[config.mk]
export PLATFORM = sky130hd
export DESIGN_NAME = line_position_estimator_flat
export DESIGN_NICKNAME = d
export VERILOG_FILES = /design/src/rtl/lpe_pkg.sv /design/src/rtl/lpe_in_if.sv /design/src/rtl/lpe_out_if.sv /design/src/rtl/lpe_front.sv /design/src/rtl/lpe_fifo.sv /design/src/rtl/lpe_div.sv /design/src/rtl/lpe_back.sv /design/src/rtl/line_position_estimator.sv /design/src/flat_wrapper.sv
export VERILOG_INCLUDE_DIRS = /design/src /design/src/rtl
export SDC_FILE = /design/constraint.sdc
export NUM_CORES = 1
export LEC_CHECK = 0
export BUFFER_PORTS_ARGS = -buffer_cell sky130_fd_sc_hd__buf_4
export CORE_UTILIZATION = 45
export CTS_BUF_LIST = sky130_fd_sc_hd__clkbuf_4 sky130_fd_sc_hd__clkbuf_8
export CTS_CLUSTER_DIAMETER = 40
export DETAILED_ROUTE_END_ITERATION = 7
export PLACE_DENSITY_LB_ADDON = 0.12
export SETUP_SLACK_MARGIN = 0.2
export SKIP_LAST_GASP = 1
export SYNTH_ARGS = -nofsm -noshare
export SYNTH_HDL_FRONTEND = slang
export SYNTH_HIERARCHICAL = 1
export SYNTH_SLANG_ARGS = --single-unit
[constraint.sdc]
create_clock -name i_clk -period 13.1 [get_ports i_clk]
set_input_delay 0.655 -clock i_clk [delete_from_list [all_inputs] [get_ports i_clk]]
set_output_delay 0.655 -clock i_clk [all_outputs]
set_load 0.01 [all_outputs]
[src/rtl/line_position_estimator_defines.svh]
// Assertion macros used by the line position estimator top level.
`ifndef LINE_POSITION_ESTIMATOR_DEFINES_SVH
`define LINE_POSITION_ESTIMATOR_DEFINES_SVH

// Same-cycle implication, checked on every rising edge outside reset.
`define LPE_ASSERT_IMPL(label, ante, cons) \
    label: assert property (@(posedge i_clk) disable iff (!i_rst_n) (ante) |-> (cons)) \
        else $error("line position estimator: same-cycle check failed");

// Next-cycle implication, checked on every rising edge outside reset.
`define LPE_ASSERT_NEXT(label, ante, cons) \
    label: assert property (@(posedge i_clk) disable iff (!i_rst_n) (ante) |=> (cons)) \
        else $error("line position estimator: next-cycle check failed");

`endif

[src/rtl/lpe_pkg.sv]
// Shared constants, codes and types of the line position estimator.
package lpe_pkg;
    localparam int NUM_SENSORS_DEF = 10;
    localparam int SAMPLE_BITS_DEF = 12;

    localparam int IDX_W    = 4;
    localparam int SAMPLE_W = 12;
    localparam int THR_W    = 13;
    localparam int LEVEL_W  = 13;
    localparam int WSUM_W   = 21;
    localparam int LSUM_W   = 16;
    localparam int POS_W    = 12;

    localparam int CFG_IDX_W  = 1;
    localparam int CFG_DATA_W = THR_W;
    localparam logic [CFG_IDX_W-1:0] REG_LINE_THR  = 1'd0;
    localparam logic [CFG_IDX_W-1:0] REG_NOISE_THR = 1'd1;
    localparam logic [THR_W-1:0] LINE_THR_RST  = 13'd2048;
    localparam logic [THR_W-1:0] NOISE_THR_RST = 13'd410;

    localparam logic MODE_CAL  = 1'b0;
    localparam logic MODE_MEAS = 1'b1;

    localparam logic [LEVEL_W-1:0] Q_ONE = 13'd4096;
    localparam logic [POS_W-1:0] POS_MAX = {1'b0, {(POS_W-1){1'b1}}};
    localparam logic [POS_W-1:0] POS_MIN = {1'b1, {(POS_W-1){1'b0}}};

    localparam int DIV_NW = 28;
    localparam int DIV_DW = 16;
    localparam int DIV_CW = 5;
    localparam logic [DIV_CW-1:0] NORM_STEPS = 5'd12;
    localparam logic [DIV_CW-1:0] CENT_STEPS = 5'd28;

    localparam int FIFO_DEPTH = 4;
    localparam int FIFO_AW    = $clog2(FIFO_DEPTH);

    localparam logic [1:0] CLS_ZERO = 2'd0;
    localparam logic [1:0] CLS_FULL = 2'd1;
    localparam logic [1:0] CLS_DIV  = 2'd2;

    typedef struct packed {
        logic [IDX_W-1:0]    idx;
        logic [1:0]          cls;
        logic [SAMPLE_W-1:0] num;
        logic [SAMPLE_W-1:0] den;
        logic                last;
    } t_item;

    typedef struct packed {
        logic              start;
        logic [DIV_DW-1:0] rem;
        logic [DIV_NW-1:0] num;
        logic [DIV_DW-1:0] den;
        logic [DIV_CW-1:0] steps;
    } t_div_req;

    typedef struct packed {
        logic              busy;
        logic              done;
        logic [DIV_NW-1:0] quot;
    } t_div_rsp;
endpackage

[src/rtl/lpe_in_if.sv]
// Sample channel: valid, ready and one sensor sample per beat.
interface lpe_in_if;
    import lpe_pkg::*;
    logic                valid;
    logic                ready;
    logic                mode;
    logic [IDX_W-1:0]    sensor_index;
    logic [SAMPLE_W-1:0] sample;
    logic                last_in_frame;

    modport source (output valid, mode, sensor_index, sample, last_in_frame, input ready);
    modport sink   (input valid, mode, sensor_index, sample, last_in_frame, output ready);
endinterface

[src/rtl/lpe_out_if.sv]
// Result channel: valid, ready and one position result per beat.
interface lpe_out_if;
    import lpe_pkg::*;
    logic             valid;
    logic             ready;
    logic [POS_W-1:0] position;
    logic             line_seen;
    logic             held_extreme;

    modport source (output valid, position, line_seen, held_extreme, input ready);
    modport sink   (input valid, position, line_seen, held_extreme, output ready);
endinterface

[src/rtl/lpe_front.sv]
// Front end: accepts samples, keeps the calibration table and classifies measure samples.
module lpe_front #(
    parameter int NUM_SENSORS = lpe_pkg::NUM_SENSORS_DEF,
    parameter int SAMPLE_BITS = lpe_pkg::SAMPLE_BITS_DEF
) (
    input  logic          i_clk,
    input  logic          i_rst_n,
    lpe_in_if.sink        i_sample_ch,
    input  logic          i_full,
    output logic          o_push,
    output lpe_pkg::t_item o_item
);
    import lpe_pkg::*;

    localparam int XW = (SAMPLE_BITS < SAMPLE_W) ? SAMPLE_BITS : SAMPLE_W;
    localparam int TW = (NUM_SENSORS > 1) ? $clog2(NUM_SENSORS) : 1;

    logic [XW-1:0] r_min [NUM_SENSORS];
    logic [XW-1:0] r_max [NUM_SENSORS];

    logic          accept;
    logic          in_range;
    logic [TW-1:0] tix;
    logic [XW-1:0] x;
    logic [XW-1:0] lo;
    logic [XW-1:0] hi;
    logic [XW-1:0] num;
    logic [XW-1:0] den;

    assign i_sample_ch.ready = !i_full;
    assign accept   = i_sample_ch.valid && !i_full;
    assign in_range = {1'b0, i_sample_ch.sensor_index} < (IDX_W+1)'(NUM_SENSORS);
    assign tix      = i_sample_ch.sensor_index[TW-1:0];
    assign x        = i_sample_ch.sample[XW-1:0];
    assign lo       = r_min[tix];
    assign hi       = r_max[tix];
    assign num      = x - lo;
    assign den      = hi - lo;

    always_ff @(posedge i_clk) begin
        if (!i_rst_n) begin
            for (int k = 0; k < NUM_SENSORS; k++) begin
                r_min[k] <= '1;
                r_max[k] <= '0;
            end
        end else if (accept && i_sample_ch.mode == MODE_CAL && in_range) begin
            if (x >= hi) begin
                r_max[tix] <= x;
            end
            if (x <= lo) begin
                r_min[tix] <= x;
            end
        end
    end

    assign o_push = accept && i_sample_ch.mode == MODE_MEAS;

    always_comb begin
        o_item.idx  = i_sample_ch.sensor_index;
        o_item.last = i_sample_ch.last_in_frame;
        o_item.num  = SAMPLE_W'(num);
        o_item.den  = SAMPLE_W'(den);
        if (!in_range) begin
            o_item.cls = CLS_ZERO;
        end else if (hi <= lo || x <= lo) begin
            o_item.cls = CLS_ZERO;
        end else if (x >= hi) begin
            o_item.cls = CLS_FULL;
        end else begin
            o_item.cls = CLS_DIV;
        end
    end
endmodule

[src/rtl/lpe_fifo.sv]
// Short queue of classified samples between the front end and the back end.
module lpe_fifo (
    input  logic           i_clk,
    input  logic           i_rst_n,
    input  logic           i_push,
    input  lpe_pkg::t_item i_item,
    input  logic           i_pop,
    output lpe_pkg::t_item o_head,
    output logic           o_full,
    output logic           o_empty
);
    import lpe_pkg::*;

    t_item              r_mem [FIFO_DEPTH];
    logic [FIFO_AW-1:0] r_wp;
    logic [FIFO_AW-1:0] r_rp;
    logic [FIFO_AW:0]   r_cnt;

    assign o_head  = r_mem[r_rp];
    assign o_full  = r_cnt == (FIFO_AW+1)'(FIFO_DEPTH);
    assign o_empty = r_cnt == '0;

    always_ff @(posedge i_clk) begin
        if (i_push) begin
            r_mem[r_wp] <= i_item;
        end
    end

    always_ff @(posedge i_clk) begin
        if (!i_rst_n) begin
            r_wp  <= '0;
            r_rp  <= '0;
            r_cnt <= '0;
        end else begin
            if (i_push) begin
                r_wp <= r_wp + 1'b1;
            end
            if (i_pop) begin
                r_rp <= r_rp + 1'b1;
            end
            if (i_push && !i_pop) begin
                r_cnt <= r_cnt + 1'b1;
            end else if (i_pop && !i_push) begin
                r_cnt <= r_cnt - 1'b1;
            end
        end
    end
endmodule

[src/rtl/lpe_div.sv]
// Shared restoring divider, one quotient bit per cycle.
module lpe_div (
    input  logic              i_clk,
    input  logic              i_rst_n,
    input  lpe_pkg::t_div_req i_req,
    output lpe_pkg::t_div_rsp o_rsp
);
    import lpe_pkg::*;

    logic              r_busy, n_busy;
    logic              r_done, n_done;
    logic [DIV_CW-1:0] r_cnt,  n_cnt;
    logic [DIV_DW-1:0] r_rem,  n_rem;
    logic [DIV_DW-1:0] r_den,  n_den;
    logic [DIV_NW-1:0] r_num,  n_num;
    logic [DIV_NW-1:0] r_quot, n_quot;
    logic [DIV_DW:0]   trial;
    logic [DIV_DW:0]   diff;

    always_comb begin
        trial  = {r_rem, r_num[DIV_NW-1]};
        diff   = trial - {1'b0, r_den};
        n_busy = r_busy;
        n_done = 1'b0;
        n_cnt  = r_cnt;
        n_rem  = r_rem;
        n_den  = r_den;
        n_num  = r_num;
        n_quot = r_quot;
        if (r_busy) begin
            n_num = {r_num[DIV_NW-2:0], 1'b0};
            if (trial >= {1'b0, r_den}) begin
                n_rem  = diff[DIV_DW-1:0];
                n_quot = {r_quot[DIV_NW-2:0], 1'b1};
            end else begin
                n_rem  = trial[DIV_DW-1:0];
                n_quot = {r_quot[DIV_NW-2:0], 1'b0};
            end
            n_cnt = r_cnt - 1'b1;
            if (r_cnt == DIV_CW'(1)) begin
                n_busy = 1'b0;
                n_done = 1'b1;
            end
        end else if (i_req.start) begin
            n_busy = 1'b1;
            n_cnt  = i_req.steps;
            n_rem  = i_req.rem;
            n_den  = i_req.den;
            n_num  = i_req.num;
            n_quot = '0;
        end
    end

    always_ff @(posedge i_clk) begin
        if (!i_rst_n) begin
            r_busy <= 1'b0;
            r_done <= 1'b0;
            r_cnt  <= '0;
        end else begin
            r_busy <= n_busy;
            r_done <= n_done;
            r_cnt  <= n_cnt;
        end
    end

    always_ff @(posedge i_clk) begin
        r_rem  <= n_rem;
        r_den  <= n_den;
        r_num  <= n_num;
        r_quot <= n_quot;
    end

    assign o_rsp.busy = r_busy;
    assign o_rsp.done = r_done;
    assign o_rsp.quot = r_quot;
endmodule

[src/rtl/lpe_back.sv]
// Back end: normalization, centroid sums, frame result and output register.
module lpe_back #(
    parameter int NUM_SENSORS = lpe_pkg::NUM_SENSORS_DEF
) (
    input  logic                      i_clk,
    input  logic                      i_rst_n,
    input  lpe_pkg::t_item            i_head,
    input  logic                      i_empty,
    output logic                      o_pop,
    input  logic [lpe_pkg::THR_W-1:0] i_line_thr,
    input  logic [lpe_pkg::THR_W-1:0] i_noise_thr,
    output lpe_pkg::t_div_req         o_div_req,
    input  lpe_pkg::t_div_rsp         i_div_rsp,
    lpe_out_if.source                 o_result_ch
);
    import lpe_pkg::*;

    localparam logic [2:0] S_IDLE = 3'd0;
    localparam logic [2:0] S_NDIV = 3'd1;
    localparam logic [2:0] S_ACC  = 3'd2;
    localparam logic [2:0] S_FIN  = 3'd3;
    localparam logic [2:0] S_CDIV = 3'd4;
    localparam logic [2:0] S_EMIT = 3'd5;

    localparam int PW = 20;
    localparam logic [POS_W-1:0] POS_EXT   = POS_W'((NUM_SENSORS - 1) * 128);
    localparam logic [POS_W-1:0] POS_EXT_N = POS_W'(-(NUM_SENSORS - 1) * 128);
    localparam logic signed [IDX_W+1:0] W2_OFF = (IDX_W+2)'(NUM_SENSORS - 1);
    localparam logic signed [WSUM_W:0] WS_HI = {2'b00, {(WSUM_W-1){1'b1}}};
    localparam logic signed [WSUM_W:0] WS_LO = {2'b11, {(WSUM_W-1){1'b0}}};

    logic [2:0]                r_state, n_state;
    logic signed [WSUM_W-1:0]  r_wsum,  n_wsum;
    logic [LSUM_W-1:0]         r_lsum,  n_lsum;
    logic                      r_any,   n_any;
    logic [POS_W-1:0]          r_prev,  n_prev;
    logic                      r_out_valid, n_out_valid;

    logic [IDX_W-1:0]          r_idx,   n_idx;
    logic                      r_last,  n_last;
    logic [LEVEL_W-1:0]        r_y,     n_y;
    logic [POS_W-1:0]          r_pos,   n_pos;
    logic                      r_held,  n_held;
    logic [POS_W-1:0]          r_out_pos,  n_out_pos;
    logic                      r_out_seen, n_out_seen;
    logic                      r_out_held, n_out_held;

    logic signed [IDX_W+1:0]   w2;
    logic signed [PW-1:0]      w2_x;
    logic signed [PW-1:0]      y_x;
    logic signed [PW-1:0]      prod;
    logic signed [WSUM_W:0]    wsum_x;
    logic [LSUM_W:0]           lsum_x;
    logic [WSUM_W:0]           mag;
    logic [DIV_NW-1:0]         cent_num;
    logic [DIV_NW-1:0]         quot;
    logic [POS_W-1:0]          cent_pos;
    logic                      out_free;

    assign w2     = $signed({1'b0, r_idx, 1'b0}) - W2_OFF;
    assign w2_x   = PW'(w2);
    assign y_x    = $signed(PW'(r_y));
    assign prod   = w2_x * y_x;
    assign wsum_x = (WSUM_W+1)'(r_wsum) + (WSUM_W+1)'(prod);
    assign lsum_x = {1'b0, r_lsum} + (LSUM_W+1)'(r_y);

    assign mag      = r_wsum[WSUM_W-1] ? (~{1'b1, r_wsum} + 1'b1) : {1'b0, r_wsum};
    assign cent_num = DIV_NW'({mag, 7'd0}) + DIV_NW'(r_lsum[LSUM_W-1:1]);
    assign quot     = i_div_rsp.quot;

    always_comb begin
        if (r_wsum[WSUM_W-1]) begin
            if (quot > DIV_NW'(POS_MIN)) begin
                cent_pos = POS_MIN;
            end else begin
                cent_pos = ~quot[POS_W-1:0] + 1'b1;
            end
        end else begin
            if (quot > DIV_NW'(POS_MAX)) begin
                cent_pos = POS_MAX;
            end else begin
                cent_pos = quot[POS_W-1:0];
            end
        end
    end

    assign o_pop    = r_state == S_IDLE && !i_empty;
    assign out_free = !r_out_valid || o_result_ch.ready;

    always_comb begin
        o_div_req.start = 1'b0;
        if (r_state == S_FIN) begin
            o_div_req.rem   = '0;
            o_div_req.num   = cent_num;
            o_div_req.den   = r_lsum;
            o_div_req.steps = CENT_STEPS;
            o_div_req.start = (r_any || r_prev == '0) && r_lsum != '0;
        end else begin
            o_div_req.rem   = DIV_DW'(i_head.num);
            o_div_req.num   = '0;
            o_div_req.den   = DIV_DW'(i_head.den);
            o_div_req.steps = NORM_STEPS;
            o_div_req.start = o_pop && i_head.cls == CLS_DIV;
        end
    end

    always_comb begin
        n_state     = r_state;
        n_wsum      = r_wsum;
        n_lsum      = r_lsum;
        n_any       = r_any;
        n_prev      = r_prev;
        n_out_valid = r_out_valid && !o_result_ch.ready;
        n_idx       = r_idx;
        n_last      = r_last;
        n_y         = r_y;
        n_pos       = r_pos;
        n_held      = r_held;
        n_out_pos   = r_out_pos;
        n_out_seen  = r_out_seen;
        n_out_held  = r_out_held;
        case (r_state)
            S_IDLE: begin
                if (o_pop) begin
                    n_idx  = i_head.idx;
                    n_last = i_head.last;
                    if (i_head.cls == CLS_DIV) begin
                        n_state = S_NDIV;
                    end else begin
                        n_y     = (i_head.cls == CLS_FULL) ? Q_ONE : '0;
                        n_state = S_ACC;
                    end
                end
            end
            S_NDIV: begin
                if (i_div_rsp.done) begin
                    n_y     = quot[LEVEL_W-1:0];
                    n_state = S_ACC;
                end
            end
            S_ACC: begin
                if (r_y > i_line_thr) begin
                    n_any = 1'b1;
                end
                if (r_y > i_noise_thr) begin
                    if (wsum_x > WS_HI) begin
                        n_wsum = WS_HI[WSUM_W-1:0];
                    end else if (wsum_x < WS_LO) begin
                        n_wsum = WS_LO[WSUM_W-1:0];
                    end else begin
                        n_wsum = wsum_x[WSUM_W-1:0];
                    end
                    n_lsum = lsum_x[LSUM_W] ? '1 : lsum_x[LSUM_W-1:0];
                end
                n_state = r_last ? S_FIN : S_IDLE;
            end
            S_FIN: begin
                if (!r_any && r_prev != '0) begin
                    n_pos   = r_prev[POS_W-1] ? POS_EXT_N : POS_EXT;
                    n_held  = 1'b1;
                    n_state = S_EMIT;
                end else if (r_lsum == '0) begin
                    n_pos   = r_prev;
                    n_held  = 1'b0;
                    n_state = S_EMIT;
                end else begin
                    n_held  = 1'b0;
                    n_state = S_CDIV;
                end
            end
            S_CDIV: begin
                if (i_div_rsp.done) begin
                    n_pos   = cent_pos;
                    n_prev  = cent_pos;
                    n_state = S_EMIT;
                end
            end
            S_EMIT: begin
                if (out_free) begin
                    n_out_valid = 1'b1;
                    n_out_pos   = r_pos;
                    n_out_seen  = r_any;
                    n_out_held  = r_held;
                    n_wsum      = '0;
                    n_lsum      = '0;
                    n_any       = 1'b0;
                    n_state     = S_IDLE;
                end
            end
            default: begin
                n_state = S_IDLE;
            end
        endcase
    end

    always_ff @(posedge i_clk) begin
        if (!i_rst_n) begin
            r_state     <= S_IDLE;
            r_wsum      <= '0;
            r_lsum      <= '0;
            r_any       <= 1'b0;
            r_prev      <= '0;
            r_out_valid <= 1'b0;
        end else begin
            r_state     <= n_state;
            r_wsum      <= n_wsum;
            r_lsum      <= n_lsum;
            r_any       <= n_any;
            r_prev      <= n_prev;
            r_out_valid <= n_out_valid;
        end
    end

    always_ff @(posedge i_clk) begin
        r_idx      <= n_idx;
        r_last     <= n_last;
        r_y        <= n_y;
        r_pos      <= n_pos;
        r_held     <= n_held;
        r_out_pos  <= n_out_pos;
        r_out_seen <= n_out_seen;
        r_out_held <= n_out_held;
    end

    assign o_result_ch.valid        = r_out_valid;
    assign o_result_ch.position     = r_out_pos;
    assign o_result_ch.line_seen    = r_out_seen;
    assign o_result_ch.held_extreme = r_out_held;
endmodule

[src/rtl/line_position_estimator.sv]
// Line position estimator: weighted centroid of a calibrated reflectance sensor array.
//
// Samples arrive on the sample channel, one sensor reading per beat. A calibrate
// beat widens that sensor's stored minimum and maximum in the same cycle and
// gives no result. A measure beat is queued, normalized (by a shared serial
// divider where it needs a division) and, above the noise threshold, added to
// the frame sums; the beat marked last in frame gives one result beat on the
// result channel with the position in Q.8. A measure beat that needs a division
// passes through the back end as fetch, 12 divider steps, done and accumulate,
// a clamped one as fetch and accumulate; the end of a frame adds finish, the
// 28-step centroid division and emit, or only finish and emit when the line is
// lost after a non-zero position or the sums are empty. The divider sets the
// rate. The four-entry queue lets samples keep arriving while the back end
// works, and a waiting result does not stop the queue filling. When the
// receiver stalls, the back end finishes the next frame and then holds until
// the output register is taken. Reset restores the calibration table (minimum
// all ones, maximum zero), the thresholds, the frame sums and the remembered
// position; no clearing pass. The user must make threshold writes on the plain
// write port only when the block is idle; the block itself does not enforce it.
`include "line_position_estimator_defines.svh"

module line_position_estimator #(
    parameter int NUM_SENSORS = lpe_pkg::NUM_SENSORS_DEF,
    parameter int SAMPLE_BITS = lpe_pkg::SAMPLE_BITS_DEF
) (
    input  logic                           i_clk,
    input  logic                           i_rst_n,
    lpe_in_if.sink                         i_sample_ch,
    lpe_out_if.source                      o_result_ch,
    input  logic                           i_cfg_we,
    input  logic [lpe_pkg::CFG_IDX_W-1:0]  i_cfg_idx,
    input  logic [lpe_pkg::CFG_DATA_W-1:0] i_cfg_data
);
    import lpe_pkg::*;

    localparam logic [POS_W-1:0] POS_EXT   = POS_W'((NUM_SENSORS - 1) * 128);
    localparam logic [POS_W-1:0] POS_EXT_N = POS_W'(-(NUM_SENSORS - 1) * 128);

    logic [THR_W-1:0] r_line_thr;
    logic [THR_W-1:0] r_noise_thr;

    logic     fifo_push;
    logic     fifo_pop;
    logic     fifo_full;
    logic     fifo_empty;
    t_item    front_item;
    t_item    fifo_head;
    t_div_req div_req;
    t_div_rsp div_rsp;
    logic     res_held;
    logic     res_at_edge;

    always_ff @(posedge i_clk) begin
        if (!i_rst_n) begin
            r_line_thr  <= LINE_THR_RST;
            r_noise_thr <= NOISE_THR_RST;
        end else if (i_cfg_we) begin
            case (i_cfg_idx)
                REG_LINE_THR:  r_line_thr  <= i_cfg_data[THR_W-1:0];
                REG_NOISE_THR: r_noise_thr <= i_cfg_data[THR_W-1:0];
                default: begin
                end
            endcase
        end
    end

    lpe_front #(
        .NUM_SENSORS (NUM_SENSORS),
        .SAMPLE_BITS (SAMPLE_BITS)
    ) u_front (
        .i_clk       (i_clk),
        .i_rst_n     (i_rst_n),
        .i_sample_ch (i_sample_ch),
        .i_full      (fifo_full),
        .o_push      (fifo_push),
        .o_item      (front_item)
    );

    lpe_fifo u_fifo (
        .i_clk   (i_clk),
        .i_rst_n (i_rst_n),
        .i_push  (fifo_push),
        .i_item  (front_item),
        .i_pop   (fifo_pop),
        .o_head  (fifo_head),
        .o_full  (fifo_full),
        .o_empty (fifo_empty)
    );

    lpe_div u_div (
        .i_clk   (i_clk),
        .i_rst_n (i_rst_n),
        .i_req   (div_req),
        .o_rsp   (div_rsp)
    );

    lpe_back #(
        .NUM_SENSORS (NUM_SENSORS)
    ) u_back (
        .i_clk       (i_clk),
        .i_rst_n     (i_rst_n),
        .i_head      (fifo_head),
        .i_empty     (fifo_empty),
        .o_pop       (fifo_pop),
        .i_line_thr  (r_line_thr),
        .i_noise_thr (r_noise_thr),
        .o_div_req   (div_req),
        .i_div_rsp   (div_rsp),
        .o_result_ch (o_result_ch)
    );

    assign res_held    = o_result_ch.valid && o_result_ch.held_extreme;
    assign res_at_edge = o_result_ch.position == POS_EXT || o_result_ch.position == POS_EXT_N;

    `LPE_ASSERT_IMPL(a_held_not_seen, res_held, !o_result_ch.line_seen)
    `LPE_ASSERT_IMPL(a_held_extreme, res_held, res_at_edge)
    `LPE_ASSERT_IMPL(a_div_start_idle, div_req.start, !div_rsp.busy)
    `LPE_ASSERT_NEXT(a_div_runs, div_req.start, div_rsp.busy && !div_rsp.done)
endmodule

[src/flat_wrapper.sv]
// flat-port wrapper written by rule: the top's interface ports become plain ports
module line_position_estimator_flat import lpe_pkg::*;
#(
    parameter int NUM_SENSORS = lpe_pkg::NUM_SENSORS_DEF,
    parameter int SAMPLE_BITS = lpe_pkg::SAMPLE_BITS_DEF
)
  (i_clk, i_rst_n, i_cfg_we, i_cfg_idx, i_cfg_data, i_sample_ch_valid, i_sample_ch_mode, i_sample_ch_sensor_index, i_sample_ch_sample, i_sample_ch_last_in_frame, i_sample_ch_ready, o_result_ch_valid, o_result_ch_position, o_result_ch_line_seen, o_result_ch_held_extreme, o_result_ch_ready);
  lpe_in_if i_sample_ch_i ();
  lpe_out_if o_result_ch_i ();
  input  logic i_clk;
  input  logic i_rst_n;
  input  logic i_cfg_we;
  input  logic [lpe_pkg::CFG_IDX_W-1:0] i_cfg_idx;
  input  logic [lpe_pkg::CFG_DATA_W-1:0] i_cfg_data;
  input wire logic [$bits(i_sample_ch_i.valid)-1:0] i_sample_ch_valid;
  input wire logic [$bits(i_sample_ch_i.mode)-1:0] i_sample_ch_mode;
  input wire logic [$bits(i_sample_ch_i.sensor_index)-1:0] i_sample_ch_sensor_index;
  input wire logic [$bits(i_sample_ch_i.sample)-1:0] i_sample_ch_sample;
  input wire logic [$bits(i_sample_ch_i.last_in_frame)-1:0] i_sample_ch_last_in_frame;
  output wire logic [$bits(i_sample_ch_i.ready)-1:0] i_sample_ch_ready;
  output wire logic [$bits(o_result_ch_i.valid)-1:0] o_result_ch_valid;
  output wire logic [$bits(o_result_ch_i.position)-1:0] o_result_ch_position;
  output wire logic [$bits(o_result_ch_i.line_seen)-1:0] o_result_ch_line_seen;
  output wire logic [$bits(o_result_ch_i.held_extreme)-1:0] o_result_ch_held_extreme;
  input wire logic [$bits(o_result_ch_i.ready)-1:0] o_result_ch_ready;
  assign i_sample_ch_i.valid = i_sample_ch_valid;
  assign i_sample_ch_i.mode = i_sample_ch_mode;
  assign i_sample_ch_i.sensor_index = i_sample_ch_sensor_index;
  assign i_sample_ch_i.sample = i_sample_ch_sample;
  assign i_sample_ch_i.last_in_frame = i_sample_ch_last_in_frame;
  assign i_sample_ch_ready = i_sample_ch_i.ready;
  assign o_result_ch_valid = o_result_ch_i.valid;
  assign o_result_ch_position = o_result_ch_i.position;
  assign o_result_ch_line_seen = o_result_ch_i.line_seen;
  assign o_result_ch_held_extreme = o_result_ch_i.held_extreme;
  assign o_result_ch_i.ready = o_result_ch_ready;
  line_position_estimator #(.NUM_SENSORS(NUM_SENSORS), .SAMPLE_BITS(SAMPLE_BITS)) u_core (.i_clk(i_clk), .i_rst_n(i_rst_n), .i_sample_ch(i_sample_ch_i), .o_result_ch(o_result_ch_i), .i_cfg_we(i_cfg_we), .i_cfg_idx(i_cfg_idx), .i_cfg_data(i_cfg_data));
endmodule
==> flow_metrics.env <==
export IMPL_cp_end_kind="flip-flop"
export IMPL_tritoncts="built"
export IMPL_postCtsSetupBuffers=0
export IMPL_final_common_cell="edfxtp_1"
export IMPL_ioPinCount=53
export IMPL_critical_path_peak_fanout=14
export IMPL_area_growth_pct=12.2
export IMPL_grt_start_max_net_pins=92
export IMPL_worst_slack_ns=5.83
export IMPL_nets=3604
export IMPL_setup_violations=0
export IMPL_startpoint_type="flip-flop"
export IMPL_cts_buffer_depth=3
export IMPL_ctsRootBufferMaster="clkbuf_8"
export IMPL_min_path_type="in2reg"
export IMPL_die_w_um=298
export IMPL_drive_above_1_share=0.156
export IMPL_layout_min_cycle_time_ns=7.27
export IMPL_initial_utilization=0.454
export IMPL_tns_ns=0
export IMPL_rrSetupSlack_ns=5.83
export IMPL_core_area_um2=86800
export IMPL_syn_avg_cell_area_um2=12.5
export IMPL_die_h_um=298
export IMPL_power_leakage_nw=15.8
export IMPL_arrival_ns=7.96
export IMPL_io_buffers=52
export IMPL_fmax_mhz=138
export IMPL_vias=25800
export IMPL_antenna_found_initial=2
export IMPL_gr_total_overflow=0
export IMPL_total_power_w=0.0122
export IMPL_crit_type="reg2reg"
export IMPL_p_per_area_nw_per_um2=276
export IMPL_firstDrtPassIters=5
export IMPL_pre_cts_ws_ns=5.94
export IMPL_status="complete, no violations"
export IMPL_drtIter0Drc=1771
export IMPL_routedWlPerCell_um=21.3
export IMPL_relSlewSlack=0.132
export IMPL_final_util=0.510
export IMPL_grt_usage=0.224
export IMPL_finClkSkew_ns=0.0520
export IMPL_slew_viol_final=0
export IMPL_finalHoldViolations=0
export IMPL_worstMarginPinSlew_ns=1.30
export IMPL_postRouteAntennaNets=0
export IMPL_die_area_um2=88800
export IMPL_grt_setup_unrepaired="no"
export IMPL_layout_common_cells="edfxtp_1 (640), inv_1 (248), nand2_1 (213)"
export IMPL_period_share=0.555
export IMPL_cts_sinks=737
export IMPL_drv_cap=0
export IMPL_tritoncts_num_buffers=138
export IMPL_drc_errors=0
export IMPL_fp_row_count=108
export IMPL_hpwl_um=67100
export IMPL_htree_num_levels=4
export IMPL_synth_area_um2=39400
export IMPL_synthCells=3142
export IMPL_grt_pass1_wl_um=152000
export IMPL_cts_clk_slew_worst_paths_ns=0.05
export IMPL_yosysWarningCount=6
export IMPL_vdd_drop_max_uv=384
export IMPL_finalWirelength_um=98300
export IMPL_critical_path_required_ns=13.79
export IMPL_clk_insertion_delay_late_ns=0.83
export IMPL_viasPerCell=5.61
export IMPL_fill_cells=7661
export IMPL_gp_congestion=0.884
export IMPL_grt_pass1_vias=26400
where the power goes:
| part | switching (W) | internal, W | total (W) |
|---|---|---|---|
| sequential | 0.000280 | 0.00292 | 0.00320 |
| combinational | 0.00402 | 0.00258 | 0.00660 |
| clock | 0.00102 | 0.00137 | 0.00239 |
| total | 0.00532 | 0.00687 | 0.0122 |
per-stage QoR:
stage / hold WS, ns / instance area (um2) / std cells
6_report: 0.114 / 44200 / 4607
5_1_grt: 0.0810 / 44200 / 4607
4_1_cts: 0.0300 / 44200 / 4605
3_5_place_dp: 0.406 / 41200 / 4351
3_3_place_gp: 0.404 / 41200 / 4351
2_1_floorplan: 0.400 / 40000 / 3291
per-layer routing:
metal,up-vias,wire [um],global-route usage
met5,-,0,0
met4,0,3360,0.0973
met3,181,4610,0.0362
met2,751,49200,0.380
met1,12900,41100,0.283
li1,12000,-,-
final timing paths:
path / start / endpoint / cells after the start
worst max-delay path: u_core/u_back/r_idx[0] / u_core/u_back/r_wsum[4] / 19
worst min-delay path: i_cfg_data[8] / u_core/r_line_thr[8] / 3
worst max register to register: u_core/u_back/r_idx[0] / u_core/u_back/r_wsum[4] / 19
worst min register to register: u_core/u_back/r_pos[10] / u_core/u_back/o_result_ch.position[10] / 0
flip-flops by register name, indices dropped and copies added, names as in the netlist, 2 cells and up, named ones only:
signal                              flops
u_core/u_back/r_wsum                   21
u_core/u_back/o_result_ch.position     12
u_core/u_back/r_state                   3
u_core/r_line_thr                      13
u_core/u_fifo/r_wp                      2
u_core/u_div/r_num                     28
u_core/u_back/r_y                      13
u_core/u_div/r_cnt                      5
u_core/u_back/r_prev                   12
u_core/u_div/r_quot                    28
u_core/u_fifo/r_cnt                     3
u_core/u_fifo/r_mem                   124
u_core/u_div/r_rem                     16
u_core/u_fifo/r_rp                      2
u_core/r_noise_thr                     13
u_core/u_front/r_min                  192
u_core/u_back/r_idx                     4
u_core/u_back/r_lsum                   16
u_core/u_front/r_max                  192
u_core/u_back/r_pos                    12
u_core/u_div/r_den                     16
worst max-delay path, cell delays in order, from the launching register on:
cell and delay (ns):
edfxtp_1 0.41, inv_1 0.21, ha_1 0.29, xnor2_1 0.77, and2_1 0.26, fa_1 0.42
inv_1 0.10, fa_1 0.42, fa_1 0.53, fa_1 0.55, inv_1 0.04, ha_1 0.38
a21o_1 0.20, and4_1 0.21, a2111oi_0 0.53, nor2_1 0.20, o311a_1 0.55, nor2_1 0.63
o21ai_0 0.21, a22o_1 0.24
cell type report:
cell class	instances	area (um2)	share of cell area
repair buffers	99	749	0.0169
inverters	251	942	0.0213
diodes	2	5.00	0.000113
flip-flops and latches	737	21200	0.478
well taps	1155	1450	0.0327
multi-input cells	2110	16900	0.383
clock inverters	64	688	0.0156
clock buffers	189	2310	0.0523
repair_timing:
action / CTS / global route
resized for setup: 0 / 0
hold buffers: 1 / 0
hold endpoints to repair: 4 / 0
endpoints found under the setup margin: 0 / 0
No activity file was read; power rests on OpenSTA's default activity.
